**config.mk**
```make
export PLATFORM = sky130hd
export DESIGN_NAME = flagged_frame_receiver_crc16_top
export DESIGN_NICKNAME = d
export VERILOG_FILES = /design/src/rtl/core/ffr_pkg.sv /design/src/rtl/core/flagged_frame_receiver_crc16_top.sv /design/src/rtl/core/ffr_front.sv /design/src/rtl/core/ffr_queue.sv /design/src/rtl/core/ffr_back.sv
export SDC_FILE = /design/constraint.sdc
export NUM_CORES = 1
export LEC_CHECK = 0
export BUFFER_PORTS_ARGS = -buffer_cell sky130_fd_sc_hd__buf_2
export CAP_MARGIN = 20
export CORE_MARGIN = 2
export CORE_UTILIZATION = 59
export CTS_CLUSTER_DIAMETER = 40
export DETAILED_ROUTE_END_ITERATION = 16
export MAX_ROUTING_LAYER = met4
export PLACE_DENSITY_LB_ADDON = 0.05
export SYNTH_ARGS = -nofsm -noshare
export SYNTH_HDL_FRONTEND = slang
export SYNTH_SLANG_ARGS = --single-unit
```
**constraint.sdc**
```tcl
create_clock -name clk -period 11.7 [get_ports clk]
set_input_delay 0.585 -clock clk [delete_from_list [all_inputs] [get_ports clk]]
set_output_delay 0.585 -clock clk [all_outputs]
set_load 0.02 [all_outputs]
```
**src/rtl/core/ffr_pkg.sv**
```systemverilog
`timescale 1ns / 1ps
// ----------------------------------------------------------------------------
// ffr_pkg
// Shared types, codes and the byte-wise crc-16 update for the frame receiver.
// ----------------------------------------------------------------------------
package ffr_pkg;

  // input item modes
  localparam logic [1:0] MODE_BYTE     = 2'd0;
  localparam logic [1:0] MODE_LINE_ERR = 2'd1;
  localparam logic [1:0] MODE_CLEAR    = 2'd2;

  // verdict status codes
  localparam logic [2:0] ST_OK       = 3'd0;
  localparam logic [2:0] ST_BAD_LEN  = 3'd1;
  localparam logic [2:0] ST_BAD_FLAG = 3'd2;
  localparam logic [2:0] ST_TOO_LONG = 3'd3;
  localparam logic [2:0] ST_CRC_ERR  = 3'd4;
  localparam logic [2:0] ST_LINE_ERR = 3'd5;

  // result kinds
  localparam logic KIND_PAYLOAD = 1'b0;
  localparam logic KIND_VERDICT = 1'b1;

  // configuration register indexes
  localparam logic REG_FLAG_BYTE     = 1'b0;
  localparam logic REG_PAYLOAD_LIMIT = 1'b1;

  localparam logic [7:0] FLAG_RESET  = 8'd126;
  localparam logic [7:0] LIMIT_RESET = 8'd255;

  localparam int unsigned MAX_PAYLOAD    = 255;
  localparam int unsigned FRAME_OVERHEAD = 8;
  localparam int unsigned HEADER_BYTES   = 5;

  localparam logic [7:0] MAX_PAYLOAD_B  = 8'(MAX_PAYLOAD);
  localparam logic [9:0] BURST_MIN      = 10'(FRAME_OVERHEAD);
  localparam logic [9:0] BURST_MAX      = 10'(MAX_PAYLOAD + FRAME_OVERHEAD);
  localparam logic [9:0] HDR_PLUS_CRC   = 10'(HEADER_BYTES + 2);
  localparam logic [8:0] POS_SOURCE     = 9'd1;
  localparam logic [8:0] POS_DEST       = 9'd2;
  localparam logic [8:0] POS_COMMAND    = 9'd3;
  localparam logic [8:0] POS_LENGTH     = 9'd4;
  localparam logic [8:0] POS_BODY       = 9'(HEADER_BYTES);
  localparam logic [8:0] COUNT_MAX      = 9'h1FF;

  localparam logic [15:0] CRC_INIT = 16'hFFFF;
  localparam logic [15:0] CRC_POLY = 16'hA001;

  // one queued item after classification
  typedef struct packed {
    logic [1:0] mode;
    logic [7:0] data;
    logic       last;
    logic       is_flag;
  } ffr_item_t;

  typedef struct packed {
    logic        kind;
    logic [7:0]  payload_byte;
    logic [7:0]  payload_index;
    logic [7:0]  source_addr;
    logic [7:0]  dest_addr;
    logic [7:0]  command_code;
    logic [7:0]  payload_length;
    logic [2:0]  status;
    logic [31:0] crc_error_total;
    logic [31:0] line_error_total;
  } ffr_result_t;

  // crc-16/modbus, reflected, one byte
  function automatic logic [15:0] crc16_feed(input logic [15:0] c, input logic [7:0] b);
    logic [15:0] x;
    x = c ^ {8'h00, b};
    for (int k = 0; k < 8; k++) begin
      x = x[0] ? ((x >> 1) ^ CRC_POLY) : (x >> 1);
    end
    return x;
  endfunction

endpackage

```
**src/rtl/core/flagged_frame_receiver_crc16_top.sv**
```systemverilog
`timescale 1ns / 1ps
// ----------------------------------------------------------------------------
// flagged_frame_receiver_crc16_top
// Flag-delimited frame receiver with crc-16/modbus check and error counters.
//
//   channel  dir  handshake            payload
//   in_      in   in_tvalid/in_tready  tdata rx_byte, tuser mode, tlast burst_end
//   out_     out  out_tvalid/out_tready tdata result fields, tuser kind
//   cfg_     in   apb, pready always 1 flag_byte @0x0, payload_limit @0x4
//
// one item per cycle sustained while out_tready stays high; items pass through the
// input register, queue and output register. the byte-wise crc update in the back
// stage sets the clock. reset is synchronous active low, no sweep.
// an output stall fills the queue first, then deasserts in_tready.
// ----------------------------------------------------------------------------
module flagged_frame_receiver_crc16_top import ffr_pkg::*; #(
  parameter int unsigned QUEUE_DEPTH = 4
) (
  input  logic          clk,
  input  logic          rst_n,
  input  logic          in_tvalid,
  output logic          in_tready,
  input  logic [7:0]    in_tdata,   // [7:0] rx_byte
  input  logic [1:0]    in_tuser,   // [1:0] mode
  input  logic          in_tlast,
  output logic          out_tvalid,
  input  logic          out_tready,
  // [7:0] payload_byte, [15:8] payload_index, [23:16] source_addr,
  // [31:24] dest_addr, [39:32] command_code, [47:40] payload_length,
  // [50:48] status, [82:51] crc_error_total, [114:83] line_error_total
  output logic [119:0]  out_tdata,
  output logic          out_tuser,  // [0] kind
  input  logic          cfg_psel,
  input  logic          cfg_penable,
  input  logic          cfg_pwrite,
  input  logic [2:0]    cfg_paddr,
  input  logic [31:0]   cfg_pwdata,
  output logic [31:0]   cfg_prdata,
  output logic          cfg_pready
);

  logic [7:0]  flag_byte_r, flag_byte_nxt;
  logic [7:0]  limit_r, limit_nxt;
  logic        cfg_wr;
  logic        cfg_sel;

  logic        push_valid, push_ready;
  ffr_item_t   push_item;
  logic        pop_valid, pop_ready;
  ffr_item_t   pop_item;
  ffr_result_t res;

  assign cfg_pready = 1'b1;
  assign cfg_wr     = cfg_psel && cfg_penable && cfg_pwrite && cfg_pready;
  assign cfg_sel    = cfg_paddr[2];

  always_comb begin
    flag_byte_nxt = flag_byte_r;
    limit_nxt     = limit_r;
    if (cfg_wr) begin
      case (cfg_sel)
        REG_FLAG_BYTE:     flag_byte_nxt = cfg_pwdata[7:0];
        REG_PAYLOAD_LIMIT: limit_nxt     = cfg_pwdata[7:0];
        default: begin
        end
      endcase
    end
  end

  always_comb begin
    case (cfg_sel)
      REG_FLAG_BYTE:     cfg_prdata = {24'd0, flag_byte_r};
      REG_PAYLOAD_LIMIT: cfg_prdata = {24'd0, limit_r};
      default:           cfg_prdata = '0;
    endcase
  end

  always_ff @(posedge clk) begin
    if (!rst_n) begin
      flag_byte_r <= FLAG_RESET;
      limit_r     <= LIMIT_RESET;
    end else begin
      flag_byte_r <= flag_byte_nxt;
      limit_r     <= limit_nxt;
    end
  end

  ffr_front u_front (
    .clk        (clk),
    .rst_n      (rst_n),
    .in_valid   (in_tvalid),
    .in_ready   (in_tready),
    .in_mode    (in_tuser),
    .in_byte    (in_tdata),
    .in_last    (in_tlast),
    .flag_byte  (flag_byte_r),
    .push_valid (push_valid),
    .push_ready (push_ready),
    .push_item  (push_item)
  );

  ffr_queue #(
    .DEPTH (QUEUE_DEPTH)
  ) u_queue (
    .clk        (clk),
    .rst_n      (rst_n),
    .push_valid (push_valid),
    .push_ready (push_ready),
    .push_item  (push_item),
    .pop_valid  (pop_valid),
    .pop_ready  (pop_ready),
    .pop_item   (pop_item)
  );

  ffr_back u_back (
    .clk           (clk),
    .rst_n         (rst_n),
    .pop_valid     (pop_valid),
    .pop_ready     (pop_ready),
    .pop_item      (pop_item),
    .payload_limit (limit_r),
    .res_valid     (out_tvalid),
    .res_ready     (out_tready),
    .res           (res)
  );

  assign out_tuser = res.kind;
  assign out_tdata = {5'd0, res.line_error_total, res.crc_error_total, res.status,
                      res.payload_length, res.command_code, res.dest_addr,
                      res.source_addr, res.payload_index, res.payload_byte};

endmodule

```
**src/rtl/core/ffr_front.sv**
```systemverilog
`timescale 1ns / 1ps
// ----------------------------------------------------------------------------
// ffr_front
// Input stage: takes items, drops the unused mode, tags delimiter bytes.
// ----------------------------------------------------------------------------
module ffr_front import ffr_pkg::*; (
  input  logic        clk,
  input  logic        rst_n,
  input  logic        in_valid,
  output logic        in_ready,
  input  logic [1:0]  in_mode,
  input  logic [7:0]  in_byte,
  input  logic        in_last,
  input  logic [7:0]  flag_byte,
  output logic        push_valid,
  input  logic        push_ready,
  output ffr_item_t   push_item
);

  logic      valid_r, valid_nxt;
  ffr_item_t item_r, item_nxt;
  logic      keep;

  assign in_ready   = !valid_r || push_ready;
  assign push_valid = valid_r;
  assign push_item  = item_r;

  // mode 3 has no effect at all, so it never enters the queue
  assign keep = (in_mode == MODE_BYTE) || (in_mode == MODE_LINE_ERR) ||
                (in_mode == MODE_CLEAR);

  always_comb begin
    valid_nxt = valid_r;
    item_nxt  = item_r;
    if (in_ready) begin
      valid_nxt        = in_valid && keep;
      item_nxt.mode    = in_mode;
      item_nxt.data    = in_byte;
      item_nxt.last    = in_last;
      item_nxt.is_flag = (in_byte == flag_byte);
    end
  end

  always_ff @(posedge clk) begin
    if (!rst_n) begin
      valid_r <= 1'b0;
    end else begin
      valid_r <= valid_nxt;
    end
    item_r <= item_nxt;
  end

endmodule

```
**src/rtl/core/ffr_queue.sv**
```systemverilog
`timescale 1ns / 1ps
// ----------------------------------------------------------------------------
// ffr_queue
// Small fifo of classified items between the front and back stages.
// ----------------------------------------------------------------------------
module ffr_queue import ffr_pkg::*; #(
  parameter int unsigned DEPTH = 4
) (
  input  logic      clk,
  input  logic      rst_n,
  input  logic      push_valid,
  output logic      push_ready,
  input  ffr_item_t push_item,
  output logic      pop_valid,
  input  logic      pop_ready,
  output ffr_item_t pop_item
);

  localparam int unsigned PW = (DEPTH > 1) ? $clog2(DEPTH) : 1;
  localparam int unsigned CW = $clog2(DEPTH + 1);
  localparam logic [PW-1:0] PTR_LAST = PW'(DEPTH - 1);
  localparam logic [CW-1:0] CNT_FULL = CW'(DEPTH);

  ffr_item_t     mem_r [DEPTH];
  logic [PW-1:0] wr_ptr_r, wr_ptr_nxt;
  logic [PW-1:0] rd_ptr_r, rd_ptr_nxt;
  logic [CW-1:0] count_r, count_nxt;
  logic          do_push, do_pop;

  assign push_ready = (count_r != CNT_FULL);
  assign pop_valid  = (count_r != '0);
  assign pop_item   = mem_r[rd_ptr_r];
  assign do_push    = push_valid && push_ready;
  assign do_pop     = pop_valid && pop_ready;

  always_comb begin
    wr_ptr_nxt = wr_ptr_r;
    rd_ptr_nxt = rd_ptr_r;
    count_nxt  = count_r;
    if (do_push) begin
      wr_ptr_nxt = (wr_ptr_r == PTR_LAST) ? '0 : wr_ptr_r + PW'(1);
    end
    if (do_pop) begin
      rd_ptr_nxt = (rd_ptr_r == PTR_LAST) ? '0 : rd_ptr_r + PW'(1);
    end
    if (do_push && !do_pop) begin
      count_nxt = count_r + CW'(1);
    end else if (!do_push && do_pop) begin
      count_nxt = count_r - CW'(1);
    end
  end

  always_ff @(posedge clk) begin
    if (!rst_n) begin
      wr_ptr_r <= '0;
      rd_ptr_r <= '0;
      count_r  <= '0;
    end else begin
      wr_ptr_r <= wr_ptr_nxt;
      rd_ptr_r <= rd_ptr_nxt;
      count_r  <= count_nxt;
    end
  end

  always_ff @(posedge clk) begin
    if (do_push) begin
      mem_r[wr_ptr_r] <= push_item;
    end
  end

endmodule

```
**src/rtl/core/ffr_back.sv**
```systemverilog
`timescale 1ns / 1ps
// ----------------------------------------------------------------------------
// ffr_back
// Frame engine: header capture, crc, payload forwarding, verdicts, counters.
// ----------------------------------------------------------------------------
module ffr_back import ffr_pkg::*; (
  input  logic        clk,
  input  logic        rst_n,
  input  logic        pop_valid,
  output logic        pop_ready,
  input  ffr_item_t   pop_item,
  input  logic [7:0]  payload_limit,
  output logic        res_valid,
  input  logic        res_ready,
  output ffr_result_t res
);

  logic [8:0]  byte_count_r, byte_count_nxt;
  logic        first_ok_r, first_ok_nxt;
  logic [7:0]  hdr_src_r, hdr_src_nxt;
  logic [7:0]  hdr_dst_r, hdr_dst_nxt;
  logic [7:0]  hdr_cmd_r, hdr_cmd_nxt;
  logic [7:0]  hdr_len_r, hdr_len_nxt;
  logic [15:0] run_crc_r, run_crc_nxt;
  logic [15:0] rx_crc_r, rx_crc_nxt;
  logic [31:0] crc_cnt_r, crc_cnt_nxt;
  logic [31:0] line_cnt_r, line_cnt_nxt;
  logic        out_valid_r, out_valid_nxt;
  ffr_result_t out_r, out_nxt;

  logic        take;
  logic [8:0]  off;
  logic [8:0]  len9;
  logic [9:0]  count;
  logic        is_payload;
  logic        len_ok;
  logic        emit;
  logic        clear_frame;
  logic [2:0]  st;

  assign take      = pop_valid && (!out_valid_r || res_ready);
  assign pop_ready = !out_valid_r || res_ready;
  assign res_valid = out_valid_r;
  assign res       = out_r;

  assign off   = byte_count_r - POS_BODY;
  assign len9  = {1'b0, hdr_len_r};
  assign count = {1'b0, byte_count_r} + 10'd1;

  always_comb begin
    byte_count_nxt = byte_count_r;
    first_ok_nxt   = first_ok_r;
    hdr_src_nxt    = hdr_src_r;
    hdr_dst_nxt    = hdr_dst_r;
    hdr_cmd_nxt    = hdr_cmd_r;
    hdr_len_nxt    = hdr_len_r;
    run_crc_nxt    = run_crc_r;
    rx_crc_nxt     = rx_crc_r;
    crc_cnt_nxt    = crc_cnt_r;
    line_cnt_nxt   = line_cnt_r;
    is_payload     = 1'b0;
    emit           = 1'b0;
    clear_frame    = 1'b0;
    st             = ST_OK;
    len_ok         = 1'b0;

    case (pop_item.mode)
      MODE_CLEAR: begin
        crc_cnt_nxt  = '0;
        line_cnt_nxt = '0;
      end
      MODE_LINE_ERR: begin
        if (line_cnt_r != '1) begin
          line_cnt_nxt = line_cnt_r + 32'd1;
        end
        emit        = 1'b1;
        st          = ST_LINE_ERR;
        clear_frame = 1'b1;
      end
      MODE_BYTE: begin
        if (byte_count_r == '0) begin
          first_ok_nxt = pop_item.is_flag;
        end else if (byte_count_r < POS_BODY) begin
          case (byte_count_r)
            POS_SOURCE:  hdr_src_nxt = pop_item.data;
            POS_DEST:    hdr_dst_nxt = pop_item.data;
            POS_COMMAND: hdr_cmd_nxt = pop_item.data;
            default:     hdr_len_nxt = pop_item.data;
          endcase
          run_crc_nxt = crc16_feed(run_crc_r, pop_item.data);
        end else if (off < len9) begin
          run_crc_nxt = crc16_feed(run_crc_r, pop_item.data);
          is_payload  = 1'b1;
        end else if (off == len9) begin
          rx_crc_nxt = {rx_crc_r[15:8], pop_item.data};
        end else if (off == len9 + 9'd1) begin
          rx_crc_nxt = {pop_item.data, rx_crc_r[7:0]};
        end
        byte_count_nxt = (byte_count_r == COUNT_MAX) ? COUNT_MAX : count[8:0];
        len_ok = (hdr_len_nxt <= payload_limit) && (hdr_len_nxt <= MAX_PAYLOAD_B);

        if (!pop_item.last) begin
          emit = is_payload && first_ok_nxt && len_ok;
        end else begin
          emit        = 1'b1;
          clear_frame = 1'b1;
          if (count < BURST_MIN || count > BURST_MAX) begin
            st = ST_BAD_LEN;
          end else if (!first_ok_nxt || !pop_item.is_flag) begin
            st = ST_BAD_FLAG;
          end else if (!len_ok) begin
            st = ST_TOO_LONG;
          end else if (count < HDR_PLUS_CRC + {2'b00, hdr_len_nxt}) begin
            st = ST_BAD_LEN;
          end else if (run_crc_nxt != rx_crc_nxt) begin
            st = ST_CRC_ERR;
            if (crc_cnt_r != '1) begin
              crc_cnt_nxt = crc_cnt_r + 32'd1;
            end
          end else begin
            st = ST_OK;
          end
        end
      end
      default: begin
      end
    endcase

    // result fields come from the header as it stands after this item
    out_nxt.kind             = (is_payload && !pop_item.last &&
                                pop_item.mode == MODE_BYTE) ? KIND_PAYLOAD : KIND_VERDICT;
    out_nxt.payload_byte     = (out_nxt.kind == KIND_PAYLOAD) ? pop_item.data : 8'd0;
    out_nxt.payload_index    = (out_nxt.kind == KIND_PAYLOAD) ? off[7:0] : 8'd0;
    out_nxt.source_addr      = hdr_src_nxt;
    out_nxt.dest_addr        = hdr_dst_nxt;
    out_nxt.command_code     = hdr_cmd_nxt;
    out_nxt.payload_length   = hdr_len_nxt;
    out_nxt.status           = st;
    out_nxt.crc_error_total  = crc_cnt_nxt;
    out_nxt.line_error_total = line_cnt_nxt;

    if (clear_frame) begin
      byte_count_nxt = '0;
      first_ok_nxt   = 1'b0;
      hdr_src_nxt    = '0;
      hdr_dst_nxt    = '0;
      hdr_cmd_nxt    = '0;
      hdr_len_nxt    = '0;
      run_crc_nxt    = CRC_INIT;
      rx_crc_nxt     = '0;
    end

    if (take) begin
      out_valid_nxt = emit;
    end else begin
      out_valid_nxt = out_valid_r && !res_ready;
    end
  end

  always_ff @(posedge clk) begin
    if (!rst_n) begin
      byte_count_r <= '0;
      first_ok_r   <= 1'b0;
      hdr_src_r    <= '0;
      hdr_dst_r    <= '0;
      hdr_cmd_r    <= '0;
      hdr_len_r    <= '0;
      run_crc_r    <= CRC_INIT;
      rx_crc_r     <= '0;
      crc_cnt_r    <= '0;
      line_cnt_r   <= '0;
      out_valid_r  <= 1'b0;
    end else begin
      out_valid_r <= out_valid_nxt;
      if (take) begin
        byte_count_r <= byte_count_nxt;
        first_ok_r   <= first_ok_nxt;
        hdr_src_r    <= hdr_src_nxt;
        hdr_dst_r    <= hdr_dst_nxt;
        hdr_cmd_r    <= hdr_cmd_nxt;
        hdr_len_r    <= hdr_len_nxt;
        run_crc_r    <= run_crc_nxt;
        rx_crc_r     <= rx_crc_nxt;
        crc_cnt_r    <= crc_cnt_nxt;
        line_cnt_r   <= line_cnt_nxt;
      end
    end
  end

  always_ff @(posedge clk) begin
    if (take && emit) begin
      out_r <= out_nxt;
    end
  end

endmodule

```
## After elaboration in Yosys (flattened, before gate mapping)

Memory sizes are Yosys's and may differ from the RTL's. A register that Yosys moved wholly into a read port is not among the register bits.
Index checks and enable logic that the tools add are counted.

| storage, ports and cells | value |
|---|---|
| logic and storage cells | 201 |
| RAM bits | 48 |
| register bits | 291 |
| memories | 1 |
| output and inout port bits | 156 |

Memory list:

| name | depth | width | read ports | clocked after memory_dff | write ports | RTL line | text |
|---|---|---|---|---|---|---|---|
| u_queue.mem_r | 4 | 12 | 1 | 1 | 1 | ffr_queue.sv:24 | `ffr_item_t mem_r [DEPTH];` |

| cells by class | value |
|---|---|
| magnitude comparators | 7 |
| bitwise logic cells | 10 |
| add/sub/neg operators | 10 |
| eq/ne operators | 17 |
| muxes and demuxes | 87 |
| reductions and logical operators | 38 |

Operators by type and width:

| operator | number |
|---|---|
| 16-bit two-way mux | 22 |
| 32-bit two-way mux | 8 |
| 32-bit one-hot mux with 2 select lines | 3 |
| 8-bit two-way mux | 21 |
| 32-bit by 1-bit adder with 32-bit output (second input constant) | 2 |
| 32-bit != test (second input constant) | 2 |
| 9-bit two-way mux | 3 |
| 3-bit two-way mux | 8 |
| 2-bit NOT with 3-bit output | 8 |
| 9-bit by 2-bit equality test with 1-bit output (second input constant) | 2 |
| 16-bit != test | 1 |
| 16-bit by 8-bit bitwise XOR with 16-bit output | 1 |
| 1-bit two-way mux | 15 |
| 1-bit logical AND | 14 |
| 9-bit by 1-bit adder with 10-bit output (second input constant) | 1 |
| 10-bit by 9-bit greater-than comparator with 1-bit output (second input constant) | 1 |
| 10-bit less-than comparator | 1 |
| 10-bit by 4-bit less-than comparator with 1-bit output (second input constant) | 1 |
| 3-bit by 8-bit adder with 9-bit output (first input constant) | 1 |
| 8-bit by 1-bit adder with 9-bit output (second input constant) | 1 |
| 9-bit by 1-bit equality test with 1-bit output (second input constant) | 1 |
| 9-bit by 8-bit equality test with 1-bit output | 1 |
| 9-bit equality test | 1 |
| 9-bit equality test (second input constant) | 1 |
| other kinds (24) | 49 |

## Longest topological paths before layout

Gate-level depths: netlist (run 1).

| logic depth | value |
|---|---|
| depth in word-level cells | 29 |
| depth in mapped cells | 25 |

## Hierarchy

From an unflattened synthesis (run 1), not the netlist that was laid out.

| second synthesis, totals | value |
|---|---|
| cell total of the unflattened synthesis | 1,734 |
| area total of the unflattened synthesis | 17,574.4 um^2 |

Modules (own cells, without submodules):

| module | area each (um^2) | instances | cells each |
|---|---|---|---|
| ffr_back | 13,848.3 | 1 | 1,488 |
| ffr_queue | 2,208.4 | 1 | 113 |
| flagged_frame_receiver_crc16_top | 1,029.7 | 1 | 105 |
| ffr_front | 488.0 | 1 | 28 |

## Worst setup path after synthesis (run 1)

Ideal clock, no wire load.

| path | value |
|---|---|
| path type | register to register |
| start | register u_back.byte_count_r[0] |
| end | register u_back.out_r (netlist bit u_back.res[0]), enable pin |
| arrival | 8.726 ns |
| clock period less this slack | 9.357 ns |
| path slack | 2.343 ns |
| library setup time | 0.631 ns |
| data required time | 11.069 ns |
| cell stages (with the launch flop) | 16 |
| buffers on the path | 1 |
| path through | dfxtp_1 > clkbuf_1 > inv_1 > ha_1 > nor2b_1 > or4_1 > and2_1 > inv_1 > ha_1 > a211oi_1 > o211ai_1 > o221ai_1 > nand3_1 > nor3_1 > o21ai_0 > a21oi_1 |

| between the ends | value |
|---|---|
| elaborated cells on any way between the ends | 26 |
| those cells by class | add/sub: 1; order compare: 4; eq/ne: 3; mux: 12; reduce/logical: 6 |

RTL lines:

| what | RTL line | text |
|---|---|---|
| start, declared | ffr_back.sv:18 | `logic [8:0] byte_count_r, byte_count_nxt;` |
| start signal, assigned | ffr_back.sv:176 | `byte_count_r <= byte_count_nxt;` |
| 9-bit by 3-bit subtractor with 9-bit output | ffr_back.sv:46 | `assign off = byte_count_r - POS_BODY;` |
| named net u_back.off[6] | ffr_back.sv:32 | `logic [8:0] off;` |
| 9-bit by 8-bit less-than comparator with 1-bit output | ffr_back.sv:91 | `end else if (off < len9) begin` |
| 1-bit two-way mux | ffr_back.sv:91 |  |
| 1-bit two-way mux | ffr_back.sv:83 | `end else if (byte_count_r < POS_BODY) begin` |
| 1-bit two-way mux | ffr_back.sv:81 | `if (byte_count_r == '0) begin` |
| 1-bit two-way mux | ffr_back.sv:67 | `case (pop_item.mode)` |
| 1-bit logical AND (2 in series) | ffr_back.sv:103 | `emit = is_payload && first_ok_nxt && len_ok;` |
| 1-bit two-way mux | ffr_back.sv:102 | `if (!pop_item.last) begin` |
| 1-bit one-hot mux with 2 select lines | ffr_back.sv:67 |  |
| 1-bit logical AND | ffr_back.sv:191 | `if (take && emit) begin` |
| end signal, assigned | ffr_back.sv:192 | `out_r <= out_nxt;` |
| end, declared | ffr_back.sv:29 | `ffr_result_t out_r, out_nxt;` |

The timed path passes the listed nets, and every way through them passes these cells. The select of a mux whose other input is x is not followed.
A chain may end at the register's enable or synchronous reset.

## Final worst setup path (run 1)

| path | value |
|---|---|
| start | register u_back.byte_count_r[0] |
| end | register u_back.out_r (netlist bit u_back.res[43]), data pin |

| between the ends | value |
|---|---|
| elaborated cells on any way between the ends | 45 |
| those cells by class | add/sub: 3; order compare: 7; eq/ne: 6; mux: 23; reduce/logical: 6 |

RTL lines:

| what | RTL line | text |
|---|---|---|
| 9-bit by 1-bit adder with 10-bit output (*) | ffr_back.sv:48 | `assign count = {1'b0, byte_count_r} + 10'd1;` |
| named net u_back.count[0] | ffr_back.sv:34 | `logic [9:0] count;` |
| 10-bit less-than comparator | ffr_back.sv:113 | `end else if (count < HDR_PLUS_CRC + {2'b00, hdr_len_nxt}) begin` |
| 32-bit two-way mux | ffr_back.sv:113 |  |
| 32-bit two-way mux | ffr_back.sv:111 | `end else if (!len_ok) begin` |
| 32-bit two-way mux | ffr_back.sv:109 | `end else if (!first_ok_nxt \|\| !pop_item.is_flag) begin` |
| 32-bit two-way mux (*) | ffr_back.sv:107 | `if (count < BURST_MIN \|\| count > BURST_MAX) begin` |
| 32-bit two-way mux (*) | ffr_back.sv:102 |  |
| 32-bit one-hot mux with 2 select lines (*) | ffr_back.sv:67 |  |
| named net u_back.crc_cnt_nxt[11] | ffr_back.sv:26 | `logic [31:0] crc_cnt_r, crc_cnt_nxt;` |

The timed path passes the listed nets; every way through them passes the cells marked *. The select of a mux whose other input is x is not followed.

==> impl_metrics.sql, run 1 <==
INSERT INTO impl_metrics (metric_group, metric, value, unit) VALUES
('synth', 'postSynthCellCount', '1703', ''),
('hold_path', 'holdPathStages', '1', ''),
('global_route', 'number_of_antenna_violations_at_the_first_check_in_global_routing', '0', ''),
('finish', 'flow.area_growth_from_synthesis', '13.6', '%'),
('global_route', 'first_global_vias', '12300', ''),
('die', 'core', '28600', 'um2'),
('place', 'buffer_ports.inserted', '152', ''),
('die', 'ios', '209', ''),
('setup_path', 'timing.setup.critical_path_class', 'register to register', ''),
('place', 'place_worst_setup_slack', '4650', 'ps'),
('clock_network', 'cts-htree-levels', '2', ''),
('hold_path', 'worst_hold_path.endpoint', 'u_front.push_item[1]$_DFFE_PP_', ''),
('clock_network', 'cts_post_setup_buffers_inserted', '0', ''),
('drt', 'routed_via_density', '5.82', ''),
('synth', 'count_of_state_elements_after_synthesis', '341', ''),
('timing', 'tightest_slew', '1070', 'ps'),
('clock_network', 'clk_sinks', '341', ''),
('die', 'start_util', '59.6', '%'),
('clock_network', 'cts-resized-gates', '0', ''),
('timing', 'worst_slew_margin_rel', '28.8', '%'),
('finish', 'nNetsFinal', '1909', ''),
('die', 'num_rows', '62', ''),
('place', 'place.detailed.hpwl', '25.6', 'mm'),
('pwr', 'peakVddDrop', '0.000180', 'V'),
('timing', 'final.period_utilization', '61.8', '%'),
('die', 'die_w', '174', 'um'),
('finish', 'insertedDiodeCount', '0', ''),
('place', 'routabilityCongestion', '0.922', ''),
('pwr', 'static-leakage-power', '7.22', 'nW'),
('synth', 'synth_edf_count', '176', ''),
('setup_path', 'start_kind', 'register', ''),
('setup_path', 'critical_path.max_fanout', '29', ''),
('synth', 'syn-cell-area', '17100', 'um2'),
('clock_network', 'worst_setup_hold_path_clk_slew', '60', 'ps'),
('timing', 'final-setup-viol-count', '0', ''),
('timing', 'report.final.hold_viol_count', '0', ''),
('timing', 'drv_slew', '0', ''),
('timing', 'fmax', '138', 'MHz'),
('synth', 'yosysUniqueCellTypes', '87', ''),
('setup_path', 'worst_setup_path_end_kind', 'register', ''),
('setup_path', 'endpoint_required_time_on_the_critical_path', '11980', 'ps'),
('synth', 'synthesis.area_per_instance', '10.0', 'um2'),
('setup_path', 'r2r_path_start', 'u_back.byte_count_r[0]$_SDFFE_PN0P_', ''),
('finish', 'num-fill-cells', '2264', ''),
('hold_path', 'hold_path.startpoint', 'in_tlast', ''),
('synth', 'yosys_most_used_dff', 'edfxtp_1', ''),
('timing', 'worst_clock_skew', '19.8', 'ps'),
('clock_network', 'cts_tree', 'yes', ''),
('drt', 'routed_wire_length_per_instance', '17.4', 'um'),
('synth', 'yosysWarnings', '0', ''),
('pwr', 'report.power.total', '4.38', 'mW'),
('drt', 'detail-route-antenna-nets', '0', ''),
('pwr', 'power.density', '226', 'nW/um2'),
('setup_path', 'r2r_worst_path_depth', '20', ''),
('timing', 'post-route-worst-setup-slack', '4470', 'ps'),
('synth', 'synth-async-reset-ratio', '0', '%'),
('finish', 'post-route-cell-area', '19400', 'um2'),
('timing', 'setup_total_negative_slack', '0', 'ps'),
('drt', 'vias', '13000', ''),
('synth', 'portion_of_the_post_synthesis_area_used_by_sequential_elements', '50.3', '%'),
('timing', 'min_period', '7230', 'ps'),
('clock_network', 'max-clock-path-buffers', '3', ''),
('global_route', 'global_route.usage.total', '26.2', '%'),
('drt', 'route.detailed.drc', '0', ''),
('global_route', 'wire_length_of_the_first_global_routing_pass', '63.1', 'mm'),
('finish', 'post-route-util', '67.7', '%'),
('job', 'timing.max_cap.violations', '0', ''),
('outcome', 'outcome', 'completed', ''),
('die', 'fp.dieH', '174', 'um'),
('hold_path', 'timing.hold.worst.class', 'input port to register', ''),
('clock_network', 'worstSkewPairLatency', '540', 'ps'),
('finish', 'final_layout_size_suffix_gt1_share', '16.5', '%'),
('drt', 'drt_pre_antenna_iters', '5', ''),
('timing', 'rsz_0062_raised_after_global_routing', 'false', ''),
('setup_path', 'regToRegEndpoint', 'u_back.res[43]$_DFFE_PP_', ''),
('setup_path', 'arrival', '7510', 'ps'),
('global_route', 'grt_max_degree', '81', ''),
('clock_network', 'cts_made_buffers', '45', ''),
('setup_path', 'rrSetupSlack', '4470', 'ps'),
('clock_network', 'cts.hold.buffers_added', '0', ''),
('die', 'die-area', '30300', 'um2'),
('clock_network', 'cts_root_buffer', 'clkbuf_16', ''),
('global_route', 'remaining_overflow_grt', '0', ''),
('drt', 'drt_iter0_markers', '1022', ''),
('drt', 'finalWirelength', '38.8', 'mm'),
('place', 'placed_area', '17900', 'um2');
## state kept, by name (all words and copies together), names as in the netlist, 3 cells and up, named ones only
signal / cells
u_back.res: 116
u_back.hdr_cmd_r: 8
u_queue.count_r: 3
flag_byte_r: 8
limit_r: 8
u_back.hdr_len_r: 8
u_back.crc_cnt_r: 32
u_back.run_crc_r: 16
u_queue.mem_r: 48
u_back.rx_crc_r: 16
u_back.hdr_src_r: 8
u_back.byte_count_r: 9
u_back.line_cnt_r: 32
u_front.push_item: 12
u_back.hdr_dst_r: 8
## area by class of cell
type / count / area, um2 / share of cell area, %
inverter: 58 / 221 / 1.14
tap: 384 / 480 / 2.48
clock buffer: 50 / 1190 / 6.12
multi-input combinational: 1197 / 7680 / 39.6
sequential: 341 / 8590 / 44.3
timing repair buffer: 170 / 896 / 4.62
clock inverter: 34 / 329 / 1.70
## layout by cell type, fill, tap and decap left out, types with 19 or more instances in the layout
cell type / n
nand4_1: 27
conb_1: 30
nor2_1: 160
o211ai_1: 24
o21ai_0: 52
nor3_1: 19
edfxtp_1: 176
dfxtp_1: 165
a22oi_1: 49
clkbuf_16: 47
nand2_1: 218
ha_1: 42
nand3_1: 57
a21oi_1: 81
xor2_1: 38
mux2i_1: 46
inv_1: 56
buf_2: 152
xnor2_1: 56
and3_1: 30
## through the flow
stage                     hold slack [ps]  std cells
after floorplan                       450       1731
after global placement                461       2149
after detailed placement              473       2149
after CTS                             205       2233
after global routing                  209       2234
final                                 222       2234
## cell usage after synthesis, types with 8 or more instances
cell,instances,area (um2)
or4_1,16,120
nand4_1,27,169
o22ai_1,14,87.6
o21ai_0,52,260
and2_1,15,93.8
clkbuf_1,76,285
nand2_1,218,818
buf_1,8,30.0
nor2_1,162,608
dfxtp_1,165,3300
xor2_1,38,333
a22oi_1,49,368
mux4_2,12,270
xnor2_1,56,490
mux2i_1,46,460
o31ai_1,9,67.6
nand3_1,57,285
buf_2,8,40.0
ha_1,42,526
nor3_1,19,95.1
and3_1,30,188
a31oi_1,17,106
or3_1,17,106
buf_4,36,270
mux2_2,16,180
edfxtp_1,176,5290
inv_1,58,218
nor4_1,16,100
a21oi_1,82,410
o211ai_1,24,180
## critical path, stage by stage (launching register included)
cell	delay, ps
dfxtp_1	620
inv_1	200
ha_1	270
nor2b_1	340
nor2_1	100
xnor2_1	340
inv_1	80
ha_1	330
nand4_1	140
nor2_1	130
o221ai_1	270
a311oi_2	1000
mux2i_1	210
xor2_1	210
nor4_1	400
o2111ai_1	180
or4_1	720
o21ai_4	610
buf_4	400
nor3_1	120
a31o_1	250
## where the power goes
part / internal, mW / switching [mW] / leakage (nW)
Combinational: 0.428 / 1.00 / 3.48
Clock: 0.817 / 0.541 / 0.743
Sequential: 1.49 / 0.101 / 2.99
Total: 2.74 / 1.65 / 7.22
## cell families (layout without fill, tap and decap cells)
| kind of cell | Yosys count | after routing | share of synthesized area, % |
|---|---|---|---|
| buf+inv | 193 | 312 | 5.43 |
| xor+xnor | 98 | 98 | 5.29 |
| flops | 341 | 341 | 50.3 |
| other cells | 2 | 30 | 0.0440 |
| mux | 74 | 74 | 5.34 |
| fa+ha+maj | 44 | 44 | 3.26 |
| compound gates | 328 | 328 | 13.0 |
| simple gates | 623 | 623 | 17.3 |
## layer usage
metal	wire [um]	track usage (%)	vias up	part of all wire [%]
li1	-	-	6334	-
met1	17700	35.7	6193	46
met4	923	7.67	0	2.4
met3	2370	4.83	71	6.1
met5	0	-	-	0
met2	17800	40.2	415	46
## worst max-delay path by stage
stage                                                   start                  endpoint  slack (ps)  cells after the start
after global routing      u_back.byte_count_r[0]$_SDFFE_PN0P_  u_back.res[43]$_DFFE_PP_        4010                     20
after global placement    u_back.byte_count_r[0]$_SDFFE_PN0P_  u_back.res[43]$_DFFE_PP_        4730                     20
after floorplan           u_back.byte_count_r[0]$_SDFFE_PN0P_   u_back.res[0]$_DFFE_PP_        2340                     15
after CTS                 u_back.byte_count_r[0]$_SDFFE_PN0P_  u_back.res[43]$_DFFE_PP_        4600                     20
final                     u_back.byte_count_r[0]$_SDFFE_PN0P_  u_back.res[43]$_DFFE_PP_        4470                     20
after detailed placement  u_back.byte_count_r[0]$_SDFFE_PN0P_  u_back.res[43]$_DFFE_PP_        4650                     20
Note: power is estimated with default switching activity, not from simulation.
==> run 2, diff against run 1 <==
ABC_AREA = 1   (was unset)
clock period = 7.3 ns   (was 11.7 ns; I/O delays follow)
==> run 2 against run 1 <==
Non-clock buffer count rose by 3. Highest routed layer unchanged. Register-to-register slack got worse by 2700 ps. Critical endpoint is now u_back.res[52]$_DFFE_PP_. Sequential power up 90%. Die area is 5.6% higher. Via count rose by 22%. Hold slack got worse by 200 ps. Clock skew rose by 9.3 ps. Count of clock-buffer cells in the layout up 3.
==> impl_metrics.sql, run 2 <==
INSERT INTO impl_metrics (metric_group, metric, value, unit) VALUES
('setup_path', 'arrival', '5810', 'ps'),
('synth', 'synth_edf_count', '176', ''),
('drt', 'vias', '15900', ''),
('synth', 'synthesis.area_per_instance', '7.73', 'um2'),
('finish', 'num-fill-cells', '2573', ''),
('clock_network', 'cts.hold.buffers_added', '2', ''),
('timing', 'final-setup-viol-count', '0', ''),
('setup_path', 'worstPathBufferInverterCount', '4', ''),
('die', 'start_util', '59.5', '%'),
('clock_network', 'cts-htree-levels', '2', ''),
('timing', 'final.period_utilization', '75.8', '%'),
('synth', 'synth_top_cells_by_count', 'nand2_1, inv_1, nand3_1, edfxtp_1, o21ai_0', ''),
('drt', 'drt_pre_antenna_iters', '6', ''),
('global_route', 'wire_length_of_the_first_global_routing_pass', '71.8', 'mm'),
('setup_path', 'r2r_path_start', 'u_back.byte_count_r[0]$_SDFFE_PN0P_', ''),
('global_route', 'grt_max_degree', '94', ''),
('synth', 'yosys.cell_count.top_type', 'nand2_1', ''),
('global_route', 'first_global_vias', '14500', ''),
('place', 'placed_area', '18900', 'um2'),
('clock_network', 'cts-resized-gates', '0', ''),
('timing', 'rsz_0062_raised_after_global_routing', 'false', ''),
('setup_path', 'rrSetupSlack', '1770', 'ps'),
('finish', 'final_cell_mix', 'nand2_1, inv_1, nand3_1, edfxtp_1, o21ai_0', ''),
('finish', 'final_common_cell', 'nand2_1', ''),
('global_route', 'remaining_overflow_grt', '0', ''),
('die', 'die-area', '32000', 'um2'),
('synth', 'portion_of_the_post_synthesis_area_used_by_sequential_elements', '47.6', '%'),
('drt', 'drt_iter0_markers', '1301', ''),
('die', 'core', '30300', 'um2'),
('setup_path', 'endpoint_required_time_on_the_critical_path', '7580', 'ps'),
('finish', 'final_layout_size_suffix_gt1_share', '12.5', '%'),
('place', 'placed_cells', '2806', ''),
('pwr', 'power.density', '433', 'nW/um2'),
('synth', 'yosysUniqueCellTypes', '51', ''),
('job', 'timing.max_cap.violations', '0', ''),
('die', 'fp.dieH', '179', 'um'),
('clock_network', 'cts_post_setup_buffers_inserted', '0', ''),
('global_route', 'global_route.usage.total', '28.7', '%'),
('drt', 'finalWirelength', '44.7', 'mm'),
('die', 'die_w', '179', 'um'),
('timing', 'drv_slew', '0', ''),
('setup_path', 'critical_path.max_stage_delay', '580', 'ps'),
('clock_network', 'clk_sinks', '341', ''),
('setup_path', 'crit_family', 'simple AND/OR/NAND/NOR gates', ''),
('outcome', 'outcome', 'completed', ''),
('global_route', 'number_of_antenna_violations_at_the_first_check_in_global_routing', '0', ''),
('timing', 'fmax', '181', 'MHz'),
('place', 'place_worst_setup_slack', '1940', 'ps'),
('setup_path', 'critPathSlowestCell', 'dfxtp_1', ''),
('finish', 'nNetsFinal', '2560', ''),
('synth', 'postSynthCellCount', '2334', ''),
('drt', 'routed_via_density', '5.49', ''),
('finish', 'finish.cell_count_without_fillers', '2897', ''),
('clock_network', 'cts_tree', 'yes', ''),
('die', 'num_rows', '64', ''),
('clock_network', 'worst_setup_hold_path_clk_slew', '60', 'ps'),
('place', 'routabilityCongestion', '0.947', ''),
('clock_network', 'worstSkewPairLatency', '550', 'ps'),
('finish', 'largest_reg_flops', '116', ''),
('pwr', 'static-leakage-power', '9.10', 'nW'),
('synth', 'syn-cell-area', '18000', 'um2'),
('synth', 'netlist_top_cells_area', 'edfxtp_1, dfxtp_1, nand2_1', ''),
('synth', 'synth-async-reset-ratio', '0', '%'),
('setup_path', 'start_kind', 'register', ''),
('die', 'ios', '209', ''),
('clock_network', 'cts_root_buffer', 'clkbuf_16', ''),
('synth', 'yosys_most_used_dff', 'edfxtp_1', ''),
('timing', 'report.final.hold_viol_count', '0', ''),
('place', 'buffer_ports.inserted', '152', ''),
('setup_path', 'critPathLaunch', 'u_back.byte_count_r[0]$_SDFFE_PN0P_', ''),
('setup_path', 'timing.setup.critical_path_class', 'register to register', ''),
('timing', 'worst_slew_margin_rel', '27.3', '%'),
('finish', 'post-route-cell-area', '20600', 'um2'),
('setup_path', 'critical-path-top-cell-by-count', 'nand2_1', ''),
('timing', 'tightest_slew', '1090', 'ps'),
('finish', 'flow.area_growth_from_synthesis', '14.2', '%'),
('clock_network', 'max-clock-path-buffers', '3', ''),
('setup_path', 'critical_path.max_fanout', '54', ''),
('finish', 'insertedDiodeCount', '0', ''),
('timing', 'post-route-worst-setup-slack', '1770', 'ps'),
('timing', 'min_period', '5530', 'ps'),
('place', 'place.detailed.hpwl', '30.7', 'mm'),
('timing', 'hold_slack', '24.5', 'ps'),
('drt', 'routed_wire_length_per_instance', '15.4', 'um'),
('timing', 'setup_total_negative_slack', '0', 'ps'),
('synth', 'yosysWarnings', '0', ''),
('synth', 'count_of_state_elements_after_synthesis', '341', ''),
('hold_path', 'hold_path.startpoint', 'in_tdata[7]', ''),
('pwr', 'peakVddDrop', '0.000426', 'V'),
('clock_network', 'cts_made_buffers', '49', ''),
('synth', 'synth_largest_type_area_fraction', '29.3', '%'),
('synth', 'synth_largest_area_cell', 'edfxtp_1', ''),
('timing', 'worst_clock_skew', '29.1', 'ps'),
('hold_path', 'timing.hold.worst.class', 'input port to register', ''),
('setup_path', 'worst_setup_path_end_kind', 'register', ''),
('drt', 'route.detailed.drc', '0', ''),
('drt', 'detail-route-antenna-nets', '0', '');
==> run 2: cell count changes in the layout (fill, tap and decap cells not counted), sizes merged, moves of 45 or more <==
| cell | before | now |
|---|---|---|
| nand2 | 218 | 660 |
| inv | 67 | 281 |
| nand3 | 57 | 189 |
| o21ai | 58 | 189 |
| a21oi | 82 | 158 |
| a22oi | 49 | 0 |
| mux2i | 46 | 0 |
| xnor2 | 57 | 12 |
==> run 2: final timing paths <==
check | cells after the start | end
worst max-delay path | 30 | u_back.res[52]$_DFFE_PP_
worst min-delay path | 1 | u_front.push_item[9]$_DFFE_PP_
worst max register to register | 30 | u_back.res[52]$_DFFE_PP_
worst min register to register | 2 | u_back.hdr_dst_r[5]$_SDFFE_PN0P_
==> run 2: cell type report <==
cell class / instances / area (um2) / share of cell area (%)
Sequential cell: 341 / 8590 / 41.7
Multi-Input combinational cell: 1623 / 7900 / 38.3
Clock buffer: 53 / 1240 / 6.02
Inverter: 276 / 1040 / 5.06
Timing Repair Buffer: 173 / 940 / 4.56
Tap cell: 396 / 495 / 2.40
Clock inverter: 35 / 404 / 1.96
==> run 2: per-stage QoR <==
stage / util (%) / power, mW
2_1_floorplan: - / 5.51
4_1_cts: 67.9 / 8.93
6_report: 67.9 / 8.92
5_1_grt: 67.9 / 9.49
3_3_place_gp: 62.3 / 6.47
3_5_place_dp: 62.4 / 6.56
==> run 2: power breakdown <==
part	internal (mW)	switching (mW)
Combinational	0.933	2.61
Sequential	2.69	0.334
Clock	1.44	0.919
==> run 2: routing by layer <==
metal / vias up / wire length, um / share of wire (%) / GRT usage (%)
met3: 90 / 3230 / 7.2 / 4.33
met2: 555 / 20600 / 46 / 45.2
met1: 7302 / 19800 / 44 / 38.2
met4: 0 / 1080 / 2.4 / 9.11
met5: - / 0 / 0 / -
li1: 7960 / - / - / -
==> run 2: logic make-up after synthesis <==
| family | after synthesis | share of synthesized area (%) |
|---|---|---|
| AND/OR/NAND/NOR | 1137 | 27.3 |
| XOR/XNOR | 27 | 1.35 |
| AO/OA/AOI/OAI | 386 | 11.3 |
| other | 2 | 0.0416 |
| buffers and inverters | 398 | 9.35 |
| adder cells (fa/ha/maj) | 43 | 3.02 |
| flip-flops | 341 | 47.6 |
